===== src/rtl/core/hns_pkg.sv =====
// Shared types and codes for the held note stack.
`default_nettype none
package hns_pkg;

   localparam int NOTE_W = 7;
   localparam int COUNT_OUT_W = 5;

   // Event codes on req_action
   localparam logic [1:0] ACT_NOTE_ON  = 2'd0;
   localparam logic [1:0] ACT_NOTE_OFF = 2'd1;
   localparam logic [1:0] ACT_CLEAR    = 2'd2;

   // One stored key
   typedef struct packed {
      logic              used;
      logic [NOTE_W-1:0] note;
      logic [NOTE_W-1:0] velocity;
   } entry_type;

   // Running pitch range over a tail of the chain
   typedef struct packed {
      logic              any;
      logic [NOTE_W-1:0] lo;
      logic [NOTE_W-1:0] hi;
   } range_type;

   // Command broadcast from the sequencer to every cell
   typedef struct packed {
      logic              do_match;
      logic              do_clear;
      logic              do_shift;
      logic              do_push;
      logic [NOTE_W-1:0] key;
      logic [NOTE_W-1:0] velocity;
   } cell_cmd_type;

   // Result transaction
   typedef struct packed {
      logic                   valid;
      logic [COUNT_OUT_W-1:0] held_count;
      logic                   is_empty;
      logic [NOTE_W-1:0]      recent_note;
      logic [NOTE_W-1:0]      recent_velocity;
      logic [NOTE_W-1:0]      lowest_note;
      logic [NOTE_W-1:0]      highest_note;
   } rsp_type;

endpackage
`default_nettype wire


===== src/rtl/core/held_note_stack.sv =====
// Top level of the held note stack: sequencer plus a chain of note cells.
//
//  Channel  | Ports                                  | Handshake
//  ---------+----------------------------------------+------------------------------
//  request  | req_action, req_note, req_velocity     | taken when start=1, busy=0
//  response | rsp_held_count .. rsp_highest_note     | rsp_valid one cycle, no stall
//
// Cells sit in recency order, most recent at slot 0. An event steps through
// a match step, the gap walk along the chain, a push (note on only), then the
// settle steps while the pitch range ripples to slot 0, before the done state
// registers the rsp_valid strobe. Synchronous reset empties the chain at once.
// The response is never held back; busy stays high for the whole event.
`default_nettype none
module held_note_stack #(
   parameter int STACK_DEPTH = 16
) (
   input  wire logic                       clock,
   input  wire logic                       reset,
   input  wire logic                       start,
   output logic                            busy,
   input  wire logic [1:0]                 req_action,
   input  wire logic [hns_pkg::NOTE_W-1:0] req_note,
   input  wire logic [hns_pkg::NOTE_W-1:0] req_velocity,
   output logic                            rsp_valid,
   output logic [hns_pkg::COUNT_OUT_W-1:0] rsp_held_count,
   output logic                            rsp_is_empty,
   output logic [hns_pkg::NOTE_W-1:0]      rsp_recent_note,
   output logic [hns_pkg::NOTE_W-1:0]      rsp_recent_velocity,
   output logic [hns_pkg::NOTE_W-1:0]      rsp_lowest_note,
   output logic [hns_pkg::NOTE_W-1:0]      rsp_highest_note
);

   hns_pkg::cell_cmd_type cmd;
   hns_pkg::rsp_type      rsp;
   hns_pkg::entry_type    entries [STACK_DEPTH];
   hns_pkg::range_type    ranges  [STACK_DEPTH];
   logic [STACK_DEPTH-1:0] holes;
   logic [STACK_DEPTH-1:0] hits;
   hns_pkg::entry_type    new_entry;

   assign new_entry = '{used: 1'b1, note: cmd.key, velocity: cmd.velocity};

   hns_ctrl #(
      .STACK_DEPTH(STACK_DEPTH)
   ) u_ctrl (
      .clock      (clock),
      .reset      (reset),
      .start      (start),
      .action     (req_action),
      .note       (req_note),
      .velocity   (req_velocity),
      .hit_any    (|hits),
      .head       (entries[0]),
      .head_range (ranges[0]),
      .busy       (busy),
      .cmd        (cmd),
      .rsp        (rsp)
   );

   // Cell chain: new notes enter at slot 0, gaps travel toward the tail and ranges flow from it
   for (genvar i = 0; i < STACK_DEPTH; i++) begin : g_cell
      hns_pkg::entry_type left_entry;
      logic               left_hole;
      hns_pkg::entry_type right_entry;
      hns_pkg::range_type right_range;

      if (i == 0) begin : g_head
         assign left_entry = new_entry;
         assign left_hole  = 1'b0;
      end else begin : g_body
         assign left_entry = entries[i-1];
         assign left_hole  = holes[i-1];
      end

      if (i == STACK_DEPTH - 1) begin : g_tail
         assign right_entry = '0;
         assign right_range = '0;
      end else begin : g_mid
         assign right_entry = entries[i+1];
         assign right_range = ranges[i+1];
      end

      hns_cell u_cell (
         .clock       (clock),
         .reset       (reset),
         .cmd         (cmd),
         .left_entry  (left_entry),
         .left_hole   (left_hole),
         .right_entry (right_entry),
         .right_range (right_range),
         .entry       (entries[i]),
         .hole        (holes[i]),
         .range       (ranges[i]),
         .hit         (hits[i])
      );
   end

   assign rsp_valid           = rsp.valid;
   assign rsp_held_count      = rsp.held_count;
   assign rsp_is_empty        = rsp.is_empty;
   assign rsp_recent_note     = rsp.recent_note;
   assign rsp_recent_velocity = rsp.recent_velocity;
   assign rsp_lowest_note     = rsp.lowest_note;
   assign rsp_highest_note    = rsp.highest_note;

endmodule
`default_nettype wire


===== src/rtl/core/hns_cell.sv =====
// One slot of the recency chain with its share of the pitch range scan.
`default_nettype none
module hns_cell (
   input  wire logic                  clock,
   input  wire logic                  reset,
   input  wire hns_pkg::cell_cmd_type cmd,
   input  wire hns_pkg::entry_type    left_entry,
   input  wire logic                  left_hole,
   input  wire hns_pkg::entry_type    right_entry,
   input  wire hns_pkg::range_type    right_range,
   output hns_pkg::entry_type         entry,
   output logic                       hole,
   output hns_pkg::range_type         range,
   output logic                       hit
);

   logic                       used_ff, used_in;
   logic [hns_pkg::NOTE_W-1:0] note_ff, note_in;
   logic [hns_pkg::NOTE_W-1:0] vel_ff, vel_in;
   logic                       hole_ff, hole_in;
   hns_pkg::range_type         range_ff, range_in;

   assign entry = '{used: used_ff, note: note_ff, velocity: vel_ff};
   assign hole  = hole_ff;
   assign range = range_ff;
   assign hit   = used_ff && (note_ff == cmd.key);

   // Slot update: clear, match-and-punch, close the gap, push from the left
   always_comb begin
      used_in = used_ff;
      note_in = note_ff;
      vel_in  = vel_ff;
      hole_in = hole_ff;
      if (cmd.do_clear) begin
         used_in = 1'b0;
         hole_in = 1'b0;
      end else if (cmd.do_match) begin
         if (hit) begin
            used_in = 1'b0;
            hole_in = 1'b1;
         end
      end else if (cmd.do_shift) begin
         // gap travels one slot toward the tail each cycle
         hole_in = left_hole;
         if (hole_ff) begin
            used_in = right_entry.used;
            note_in = right_entry.note;
            vel_in  = right_entry.velocity;
         end
      end else if (cmd.do_push) begin
         used_in = left_entry.used;
         note_in = left_entry.note;
         vel_in  = left_entry.velocity;
      end
   end

   // Pitch range of this slot and everything behind it
   always_comb begin
      if (!used_ff) begin
         range_in = right_range;
      end else if (!right_range.any) begin
         range_in = '{any: 1'b1, lo: note_ff, hi: note_ff};
      end else begin
         range_in.any = 1'b1;
         range_in.lo  = (note_ff < right_range.lo) ? note_ff : right_range.lo;
         range_in.hi  = (note_ff > right_range.hi) ? note_ff : right_range.hi;
      end
   end

   always_ff @(posedge clock) begin
      if (reset) begin
         used_ff      <= 1'b0;
         hole_ff      <= 1'b0;
         range_ff.any <= 1'b0;
      end else begin
         used_ff      <= used_in;
         hole_ff      <= hole_in;
         range_ff.any <= range_in.any;
      end
   end

   always_ff @(posedge clock) begin
      note_ff     <= note_in;
      vel_ff      <= vel_in;
      range_ff.lo <= range_in.lo;
      range_ff.hi <= range_in.hi;
   end

endmodule
`default_nettype wire


===== src/rtl/core/hns_ctrl.sv =====
// Event sequencer: steps the cell chain through match, gap close, push and range scan.
`default_nettype none
module hns_ctrl #(
   parameter int STACK_DEPTH = 16
) (
   input  wire logic                       clock,
   input  wire logic                       reset,
   input  wire logic                       start,
   input  wire logic [1:0]                 action,
   input  wire logic [hns_pkg::NOTE_W-1:0] note,
   input  wire logic [hns_pkg::NOTE_W-1:0] velocity,
   input  wire logic                       hit_any,
   input  wire hns_pkg::entry_type         head,
   input  wire hns_pkg::range_type         head_range,
   output logic                            busy,
   output hns_pkg::cell_cmd_type           cmd,
   output hns_pkg::rsp_type                rsp
);

   localparam int CNT_W  = $clog2(STACK_DEPTH + 1);
   localparam int STEP_W = $clog2(STACK_DEPTH);
   localparam logic [STEP_W-1:0] LAST_STEP  = STEP_W'(STACK_DEPTH - 1);
   localparam logic [CNT_W-1:0]  FULL_COUNT = CNT_W'(STACK_DEPTH);

   typedef enum logic [5:0] {
      ST_IDLE   = 6'b000001,
      ST_MATCH  = 6'b000010,
      ST_SHIFT  = 6'b000100,
      ST_PUSH   = 6'b001000,
      ST_SETTLE = 6'b010000,
      ST_DONE   = 6'b100000
   } ctrl_state_type;

   ctrl_state_type             state_ff, state_in;
   logic [1:0]                 action_ff, action_in;
   logic [hns_pkg::NOTE_W-1:0] key_ff, key_in;
   logic [hns_pkg::NOTE_W-1:0] vel_ff, vel_in;
   logic [CNT_W-1:0]           count_ff, count_in;
   logic [STEP_W-1:0]          step_ff, step_in;
   hns_pkg::rsp_type           rsp_ff, rsp_in;
   logic [CNT_W+hns_pkg::COUNT_OUT_W-1:0] count_wide;

   assign busy = (state_ff != ST_IDLE);
   assign rsp  = rsp_ff;
   assign count_wide = {{hns_pkg::COUNT_OUT_W{1'b0}}, count_ff};

   // Command to the cells
   always_comb begin
      cmd          = '0;
      cmd.key      = key_ff;
      cmd.velocity = vel_ff;
      if (state_ff == ST_MATCH) begin
         cmd.do_match = (action_ff == hns_pkg::ACT_NOTE_ON) ||
                        (action_ff == hns_pkg::ACT_NOTE_OFF);
         cmd.do_clear = (action_ff == hns_pkg::ACT_CLEAR);
      end
      cmd.do_shift = (state_ff == ST_SHIFT);
      cmd.do_push  = (state_ff == ST_PUSH);
   end

   // Sequencer
   always_comb begin
      state_in  = state_ff;
      action_in = action_ff;
      key_in    = key_ff;
      vel_in    = vel_ff;
      count_in  = count_ff;
      step_in   = step_ff;
      rsp_in    = rsp_ff;
      rsp_in.valid = 1'b0;
      unique case (state_ff)
         ST_IDLE: begin
            if (start) begin
               action_in = action;
               key_in    = note;
               vel_in    = velocity;
               state_in  = ST_MATCH;
            end
         end
         ST_MATCH: begin
            if (cmd.do_clear) begin
               count_in = '0;
            end else if (cmd.do_match && hit_any) begin
               count_in = count_ff - CNT_W'(1);
            end
            step_in  = '0;
            state_in = ST_SHIFT;
         end
         ST_SHIFT: begin
            if (step_ff == LAST_STEP) begin
               step_in  = '0;
               state_in = (action_ff == hns_pkg::ACT_NOTE_ON) ? ST_PUSH : ST_SETTLE;
            end else begin
               step_in = step_ff + STEP_W'(1);
            end
         end
         ST_PUSH: begin
            // a full chain drops its tail, so the count holds
            if (count_ff != FULL_COUNT) begin
               count_in = count_ff + CNT_W'(1);
            end
            state_in = ST_SETTLE;
         end
         ST_SETTLE: begin
            if (step_ff == LAST_STEP) begin
               step_in  = '0;
               state_in = ST_DONE;
            end else begin
               step_in = step_ff + STEP_W'(1);
            end
         end
         ST_DONE: begin
            rsp_in.valid           = 1'b1;
            rsp_in.held_count      = count_wide[hns_pkg::COUNT_OUT_W-1:0];
            rsp_in.is_empty        = (count_ff == '0);
            rsp_in.recent_note     = head.used ? head.note : '0;
            rsp_in.recent_velocity = head.used ? head.velocity : '0;
            rsp_in.lowest_note     = head_range.any ? head_range.lo : '0;
            rsp_in.highest_note    = head_range.any ? head_range.hi : '0;
            state_in               = ST_IDLE;
         end
         default: begin
            state_in = ST_IDLE;
         end
      endcase
   end

   always_ff @(posedge clock) begin
      if (reset) begin
         state_ff     <= ST_IDLE;
         count_ff     <= '0;
         step_ff      <= '0;
         rsp_ff.valid <= 1'b0;
      end else begin
         state_ff     <= state_in;
         count_ff     <= count_in;
         step_ff      <= step_in;
         rsp_ff.valid <= rsp_in.valid;
      end
   end

   always_ff @(posedge clock) begin
      action_ff              <= action_in;
      key_ff                 <= key_in;
      vel_ff                 <= vel_in;
      rsp_ff.held_count      <= rsp_in.held_count;
      rsp_ff.is_empty        <= rsp_in.is_empty;
      rsp_ff.recent_note     <= rsp_in.recent_note;
      rsp_ff.recent_velocity <= rsp_in.recent_velocity;
      rsp_ff.lowest_note     <= rsp_in.lowest_note;
      rsp_ff.highest_note    <= rsp_in.highest_note;
   end

endmodule
`default_nettype wire


===== config.mk =====
export PLATFORM = sky130hd
export DESIGN_NAME = held_note_stack
export DESIGN_NICKNAME = d
export VERILOG_FILES = /design/src/rtl/core/hns_pkg.sv /design/src/rtl/core/held_note_stack.sv /design/src/rtl/core/hns_cell.sv /design/src/rtl/core/hns_ctrl.sv
export SDC_FILE = /design/constraint.sdc
export NUM_CORES = 1
export LEC_CHECK = 0
export BUFFER_PORTS_ARGS = -buffer_cell sky130_fd_sc_hd__buf_4
export CORE_MARGIN = 2
export CORE_UTILIZATION = 55
export DETAILED_ROUTE_END_ITERATION = 8
export GPL_ROUTABILITY_DRIVEN = 0
export PLACE_DENSITY = 0.74
export REMOVE_ABC_BUFFERS = 1
export SYNTH_ARGS = -nofsm -noshare
export SYNTH_HDL_FRONTEND = slang
export SYNTH_SLANG_ARGS = --single-unit

===== constraint.sdc =====
create_clock -name clock -period 4.65 [get_ports clock]
set_input_delay 0.465 -clock clock [delete_from_list [all_inputs] [get_ports clock]]
set_output_delay 0.465 -clock clock [all_outputs]
set_load 0.02 [all_outputs]

; ---- After elaboration in Yosys (flattened, before gate mapping)
; Cells that the tools add are included.
; Widths: inputs -> output; s select.
[totals]
ff_bits = 555
in_bits = 19
output_inout_bits = 36
wordCells = 619
[op_classes]
addsub = 3
n_lt_le_gt_ge = 30
eq_ne = 80
muxes = 301
bitwise = 2
n_reduce_logical = 79
[op_table]
columns = cell, count
row1 = $mux 7, 129
row2 = $mux 15, 16
row3 = $mux 14, 15
row4 = $mux 1, 128
row5 = $eq 7x7->1, 16
row6 = $gt 7x7->1, 15
row7 = $lt 7x7->1, 15
row8 = $ne 2x1->1 const B, 35
row9 = $reduce_and 4->1, 16
row10 = $reduce_and 3->1, 18
row11 = $ne 3x1->1 const B, 16
row12 = $mux 35, 1
row13 = $reduce_and 2->1, 17
row14 = $pmux 6 s5, 1
row15 = $mux 5, 4
row16 = $mux 6, 3
row17 = $logic_and 1x1->1, 17
row18 = $reduce_or 16->1, 1
row19 = $pmux 5 s2, 1
row20 = $pmux 4 s2, 1
row21 = $reduce_bool 2->1, 4
row22 = $eq 6x1->1 const B, 1
row23 = $eq 6x2->1 const B, 1
row24 = $eq 6x3->1 const B, 1
row25 = other kinds (21), 23

; ---- Logic depth before layout (Yosys ltp)
; Gate-level depths: netlist of run 1.
[logic_depth]
depth_word = 7
ltp_mapped = 10
ltp_nobuf = 9

; ---- Cells and area by module
; Synthesis of run 1 repeated with hierarchy kept, for this count alone.
[hier_totals]
cells_unflattened = 2417
hier_area_um2 = 28976.5
[modules_own_cells]
columns = module, instances, cells_per_inst, area_each_um2, seq_area_each_um2
row1 = hns_cell at g_cell[0].u_cell ..., 10, 140, 1651.6, 760.7
row2 = hns_cell at g_cell[4].u_cell ..., 6, 137, 1632.8, 760.7
row3 = hns_ctrl, 1, 188, 2625.0, 1821.7
row4 = held_note_stack, 1, 7, 38.8, 0.0

; ---- Least setup slack after synthesis of run 1
; Ideal clock, no wire load.
[synth_path]
kind = register to register
start = register u_ctrl.state_ff[0]
end = register u_ctrl.rsp_ff (netlist bit u_ctrl.rsp[0]) (enable)
setup_time_ps = 476
arrival_ps = 3458
required_time_ps = 4174
setup_slack_ps = 716
stages_incl_launch_ff = 3
n_path_buf = 0
synth_period_minus_slack_ps = 3934
cell_sequence = dfxtp_1 -> or4_1 -> nor3b_1
[synth_between]
elab_chain_cells = 1
[synth_lines]
columns = item, line
row1 = from (decl), hns_ctrl.sv:34  ; ctrl_state_type state_ff, state_in;
row2 = from (signal assigned), hns_ctrl.sv:135  ; state_ff <= state_in;
row3 = $eq 6x6->1, hns_ctrl.sv:71  ; unique case (state_ff)
row4 = to (decl), hns_ctrl.sv:40  ; hns_pkg::rsp_type rsp_ff, rsp_in;
; Every way passes these cells.
; A chain may end at the register's enable or synchronous reset.

; ---- Final worst setup path of run 1
[layout_path]
start = register u_ctrl.state_ff[0]
end = register g_cell[10].u_cell.note_ff[4] (netlist bit) (enable)
[layout_between]
elab_chain_cells = 4
word_cells_on_any_way = 9
cone_classes = eq/ne (4) / mux (1) / bitwise (2) / reduce/logical (2)
[layout_lines]
columns = item, line
row1 = $eq 6x2->1, hns_ctrl.sv:52  ; if (state_ff == ST_MATCH) begin
row2 = $mux 2, hns_ctrl.sv:52
row3 = $not 1->1 (no source line), -
row4 = $reduce_and 4->1 (no source line) *, -
row5 = to (signal assigned), hns_cell.sv:83  ; note_ff <= note_in;
row6 = to (decl), hns_cell.sv:18  ; logic [hns_pkg::NOTE_W-1:0] note_ff, note_in;
; Every way passes the cells marked *; elsewhere a longest branch is shown, timed or not.

==> results of run 1 <==
==> kinds of logic after synthesis <==
group,synth area share [%]
xor gates and xnor gates,3.68
AOI/OAI and AO/OA,7.54
adders and majority gates,8.82
buffers and inverters,4.91
muxes,8.38
DFF,50.6
and+or+nand+nor,16.1
==> stage by stage <==
stage | area, sq um | power [W] | utilization [%] | TNS [ns]
CTS | 30100 | 0.00987 | 61.4 | 0
floorplan | 26900 | 0.00537 | - | -727.80
global route | 30100 | 0.0101 | 61.4 | 0
global placement | 28300 | 0.00544 | 57.7 | 0
detailed placement | 28300 | 0.00545 | 57.7 | 0
finish | 30100 | 0.00982 | 61.4 | 0
==> power by group <==
group / switching [W] / leakage (nW) / internal, W
Clock: 0.00186 / 0.905 / 0.00262
Sequential: 0.0000346 / 4.74 / 0.00512
Combinational: 0.000109 / 6.48 / 0.0000879
Total: 0.00200 / 12.1 / 0.00782
==> worst paths after layout <==
path	slack (ns)	to	depth (start not counted)	from
worst max-delay path	1.44	g_cell[10].u_cell.note_ff[4]	5	u_ctrl.state_ff[0]
worst min-delay path	0.03	u_ctrl.vel_ff[6]	1	req_velocity[6]
worst max register to register	1.44	g_cell[10].u_cell.note_ff[4]	5	u_ctrl.state_ff[0]
worst min register to register	0.47	g_cell[10].u_cell.range[8]	1	g_cell[11].u_cell.range[8]
==> synthesized netlist by cell type, types with 7 or more instances <==
cell type | number | share of area, %
a31o_1 | 14 | 0.45
nand2b_1 | 19 | 0.43
dfxtp_1 | 281 | 21
or4_1 | 9 | 0.25
mux2_1 | 99 | 4.1
clkbuf_1 | 88 | 1.2
nor3_1 | 11 | 0.20
o21ai_0 | 44 | 0.80
ha_1 | 193 | 8.8
nor2b_1 | 21 | 0.48
nand2_1 | 693 | 9.5
a21oi_1 | 68 | 1.2
o21a_1 | 31 | 0.85
xor2_1 | 25 | 0.80
o21bai_1 | 27 | 0.74
buf_1 | 7 | 0.096
o21ai_1 | 18 | 0.33
xnor2_1 | 90 | 2.9
a21o_1 | 46 | 1.3
mux2_2 | 104 | 4.3
a211oi_1 | 19 | 0.52
buf_2 | 18 | 0.33
inv_1 | 224 | 3.1
edfxtp_1 | 274 | 30
nand4_1 | 46 | 1.1
and2_1 | 50 | 1.1
nand3_1 | 46 | 0.84
nor2_1 | 97 | 1.3
a31oi_1 | 23 | 0.53
==> layout make-up <==
class | count | area share, %
clock buffers | 83 | 5.36
flip-flops and latches | 555 | 46.0
multi-input cells | 1850 | 40.5
repair buffers | 73 | 1.90
inverters | 224 | 2.79
clock inverters | 20 | 0.739
well taps | 664 | 2.76
==> worst reg2reg max path, delay by kind of cell (launching register included) <==
kind,cells,cell delay (ns)
buffers and inverters,2,1.13
and+or+nand+nor,2,1.07
AOI/OAI and AO/OA,1,0.29
DFF,1,0.35
==> routing by layer <==
metal	GRT usage [%]	share of wire, %	up-vias
met5	0	0	-
met4	10.2	3.2	0
met3	3.33	5.6	147
met2	45.1	50	650
met1	31.5	41	9393
li1	-	-	9337
==> sequential cells by signal, summed over array words and instances (netlist names), 6 cells and up <==
signal,flops
g_cell.u_cell.vel_ff,112
g_cell.u_cell.used_ff,16
g_cell.u_cell.hole,16
u_ctrl.rsp,35
g_cell.u_cell.note_ff,112
g_cell.u_cell.range,233
u_ctrl.vel_ff,7
u_ctrl.key_ff,7
u_ctrl.state_ff,6
==> results by group, run 1 <==
Run status
  • Status: finished clean

Floorplanning
  • Initial core utilization: 55.8%
  • IO Pins: 55
  • Die X: about 230 um
  • Core area: slightly below 0.05 sq mm
  • Die footprint: 0.0516 sq mm
  • Placement Rows: between 80 and 90
  • Die Ht: 227 um

Critical path
  • CP Data Required Time: 4.90 ns
  • CP cell instances: nor4_2, and3b_4, buf_4, a21oi_1, inv_1
  • CP Class: reg2reg
  • Worst path max stage delay: 0.65 ns
  • Crit. End Element: register
  • Critical path's slowest cell: buf_4
  • Buffers & Inverters on Critical Path: 2
  • Critical path peak fanout: 71
  • Arr. time, crit path: roughly 3.5 ns
  • Crit-path leading delay family: buffers and inverters
  • CP startpoint kind: register

Routing
  • Drt via density: about 5.6
  • WL/cell: around 19 um
  • Residual DRC: 0
  • Iter 0 DRT Violations: roughly 1600
  • Post-Route WL: 65.0 mm
  • First-pass DRT Iterations: 6
  • Final ANT Viol Nets: 0
  • Vias: around 20000

Global route
  • Gr usage total: 25.5%
  • Total gr overflow: 0
  • Initial antenna violation count: 0
  • Vias in the first global route: 19801
  • Largest net degree at the start of global routing: 123
  • First-pass GRT wire length: 104 mm

Yosys
  • Synth Cell Area: 0.0274 sq mm
  • Yosys cell types: 61
  • Post-Syn Area per Cell: 9.96 sq um
  • Yosys warnings: 0
  • Register bit total from synthesis: 555
  • Async S/R FF share, synth: 0%
  • Register area share after synthesis: 50.6%
  • Post-Synthesis Cells: between 2000 and 3000
  • Post-synth EDFFs: approximately 270
  • Most used DFF post-synth: dfxtp_1

Power
  • Lkg Pwr: 12.1 nW
  • VDD IR max: ~0.00027 V
  • Power density over the cells: 326 mW/mm^2

Layout
  • Share of layout cells above drive strength 1: 9.59%
  • Ant diodes: 0
  • Most common cell after layout, fill and taps aside: nand2_1
  • Sequential cell area: approximately 0.014 sq mm
  • Multi-input logic area: 0.0122 sq mm
  • Nets: 2971
  • # fillers: 3972
  • Final cell count without fillers: 3469
  • Most frequent cells in the layout: 693 x nand2_1, 281 x dfxtp_1, 274 x edfxtp_1
  • P&R area growth vs syn: 10.0%

STA
  • Crit path time final: 3.21 ns
  • Slew margin rel.: 27.9%
  • Worst Max-Slew Pin Slew: roughly 1.1 ns
  • Hold WS: around 0.030 ns
  • Fin. Hold Viols: 0
  • Final Setup Violations: 0
  • Worst setup margin: 1.44 ns
  • Fin crit share: 69.0%
  • Fmax: a little over 0.3 GHz
  • RSZ-0062 raised after global routing: no
  • Worst Skew: ~0.016 ns
  • Max-slew violations: 0

Clocking
  • CTS tree: done
  • Hold buffer count at CTS: 0
  • Reg clk slew, reported paths: ~0.060 ns
  • Clk_lat worst skew: roughly 0.61 ns
  • CTS H-Tree Depth: 2
  • Inserted Clock Buffers: 55
  • Setup bufs post-CTS: 0
  • Resize count post-CTS: 0
  • Clk buf depth: 3
  • Clock root buffer: clkbuf_16
  • CTS sink cnt: approximately 560

Run
  • Max-Cap Viols: 0

Place
  • Dpl hpwl: 46.0 mm
  • Setup WS pre-CTS: approximately 1.5 ns
  • PortBufs: 54
  • Cell count after placement: 3366

Worst hold path
  • Hold Path Class: in2reg
Note: power is estimated with default switching activity, not from simulation.
==> run 2, diff against run 1 <==
==> constraint.sdc (replaced) <==
create_clock -name clock -period 3 [get_ports clock]
set_input_delay 0.3 -clock clock [delete_from_list [all_inputs] [get_ports clock]]
set_output_delay 0.3 -clock clock [all_outputs]
set_load 0.02 [all_outputs]
==> run 2 against run 1 <==
  * Global-route usage up 0.50 points
  * Fmax up 18%
  * First-iteration DRC count up 14%
  * Total power up 55%
  * Sequential power up 55%
  * Die area unchanged
  * Final cell count up 1.6%
  * Clock skew up 0.0094 ns
  * Register-to-register slack worse by 1.2 ns
  * Critical endpoint is now u_ctrl.count_ff[2]
==> results by group, run 2 (synthesis results as in run 1) <==
STA
  • Fmax: 0.366 GHz
  • RSZ-0062 raised after global routing: no
  • Max-slew violations: 0
  • Fin. Hold Viols: 0
  • Worst Skew: 0.0250 ns
  • Worst setup margin: 0.271 ns
  • Final Setup Violations: 0
  • Slew margin rel.: 35.8%
  • Crit path time final: approximately 2.7 ns
  • Worst Max-Slew Pin Slew: 0.939 ns
  • Fin crit share: 91.0%
  • Setup tns final: 0 ns

Power
  • Clk network pwr share: 45.3%
  • Lkg Pwr: 12.4 nW
  • Power density over the cells: 498 mW/mm^2
  • Int Power: 0.0120 W
  • Psw: about 0.0032 W
  • Seq pwr share: 52.3%
  • VDD IR max: 0.000481 V
  • Sw frac: approximately a fifth
  • Power Total: 0.0152 W
  • Comb power frac: 2.4%

Clocking
  • CTS sink cnt: ~560
  • CTS tree: done
  • Inserted Clock Buffers: 55
  • Clock root buffer: clkbuf_16
  • CTS H-Tree Depth: 2
  • Reg clk slew, reported paths: 0.06 ns
  • Clk buf depth: 3
  • Setup bufs post-CTS: 0
  • Clk_lat worst skew: approximately 0.61 ns
  • Resize count post-CTS: 0

Critical path
  • Worst path max stage delay: about 0.80 ns
  • Crit-path leading delay family: compound AO/OA/AOI/OAI gates
  • Critical path's slowest cell: a2111oi_0
  • CP Class: reg2reg
  • Arr. time, crit path: around 3.3 ns
  • Reg-to-reg critical path endpoint: u_ctrl.count_ff[2]
  • CP startpoint kind: register
  • R2R setup slack: between 0.2 and 0.3 ns
  • R2R depth: 7
  • Reg-to-reg critical path startpoint: u_ctrl.state_ff[0]
  • Buffers & Inverters on Critical Path: 1
  • Crit. End Element: register
  • CP cell instances: or4_1, nor2_2, buf_4, a21oi_1, a2111oi_0, o21ai_1, nand3_1
  • Critical path peak fanout: 19
  • CP Data Required Time: roughly 3.6 ns

Layout
  • Most common cell after layout, fill and taps aside: nand2_1
  • Ant diodes: 0
  • Nets: 3025
  • Share of layout cells above drive strength 1: 10.8%
  • Number of flip-flops under the largest register name: between 200 and 250
  • Final cell count without fillers: 3524
  • Post-layout instance area: 0.0306 sq mm
  • Most frequent cells in the layout: 693 x nand2_1, 281 x dfxtp_1, 274 x edfxtp_1
  • P&R area growth vs syn: 11.7%

Place
  • Dpl hpwl: 46.6 mm
  • Setup WS pre-CTS: 0.314 ns
  • DP Area: between 0.02 and 0.03 sq mm
  • Cell count after placement: around 3400
  • PortBufs: 54

Floorplanning
  • Core area: approximately 0.05 sq mm
  • Placement Rows: 81
  • Initial core utilization: 55.8%
  • Die Ht: 227 um
  • IO Pins: 55
  • Die X: 227 um
  • Die footprint: 0.0516 sq mm

Global route
  • Vias in the first global route: about 20000
  • Total gr overflow: 0
  • First-pass GRT wire length: 106 mm
  • Gr usage total: 26.0%
  • Largest net degree at the start of global routing: 119
  • Initial antenna violation count: 0

Routing
  • Vias: 19953
  • Residual DRC: 0
  • Iter 0 DRT Violations: 1788
  • First-pass DRT Iterations: 5
  • Final ANT Viol Nets: 0
  • Post-Route WL: about 67 mm
  • WL/cell: about 19 um
  • Drt via density: 5.66

Worst hold path
  • Worst hold path depth: 2
  • Hold endpoint: g_cell[0].u_cell.range[14]
  • Hold Path Origin: reset
  • Hold Path Class: in2reg

Run
  • Max-Cap Viols: 0

Run status
  • Status: finished clean
## run 2: what timing repair did
action                     CTS  global route
hold buffers                17             0
setup endpoints to repair    0             0
hold endpoints to repair    17             0
## run 2: worst max path at each step
stage	to	depth (start not counted)	slack [ns]	startpoint
4_1_cts	u_ctrl.count_ff[2]	7	0.30	u_ctrl.state_ff[1]
2_1_floorplan	g_cell[7].u_cell.used_ff	7	-3.67	u_ctrl.state_ff[0]
5_1_grt	u_ctrl.count_ff[2]	7	0.17	u_ctrl.state_ff[0]
3_5_place_dp	u_ctrl.count_ff[2]	7	0.31	u_ctrl.state_ff[0]
3_3_place_gp	u_ctrl.count_ff[0]	7	0.41	u_ctrl.state_ff[0]
6_report	u_ctrl.count_ff[2]	7	0.27	u_ctrl.state_ff[0]
## run 2: worst register-to-register path, stage by stage, from the launching register on
cell and delay, ns:
dfxtp_1 0.36, or4_1 0.57, nor2_2 0.12, buf_4 0.26
a21oi_1 0.25, a2111oi_0 0.80, o21ai_1 0.20, nand3_1 0.11
## run 2: cell type report
cell class / instances / area [sq um]
multi-input combinational: 1850 / 12200
tap: 664 / 831
sequential: 555 / 13900
fill: 3881 / 18500
timing repair buffer: 127 / 1050
clock inverter: 28 / 225
inverter: 224 / 841
clock buffer: 76 / 1590
## run 2: power by group through the flow
| stage | clock network (W) | registers [W] | logic [W] |
|---|---|---|---|
| global route | 0.00728 | 0.00796 | 0.000389 |
| floorplan | 0 | 0.00814 | 0.000185 |
| detailed placement | 0 | 0.00813 | 0.000337 |
| global placement | 0 | 0.00813 | 0.000328 |
| finish | 0.00690 | 0.00796 | 0.000361 |
| CTS | 0.00696 | 0.00796 | 0.000359 |
## run 2: metrics by stage
step | utilization [%] | hold slack (ns)
after floorplan | - | 0.369
after global placement | 58.3 | 0.454
after detailed placement | 58.3 | 0.453
after CTS | 62.3 | 0.161
after global routing | 62.3 | 0.174
final | 62.3 | 0.180
## run 2: routing by layer
metal  GRT usage (%)  wire, um
met2            44.2     32600
met3            3.19      4480
met4            9.49      1880
met5               0         0
met1            34.3     27600
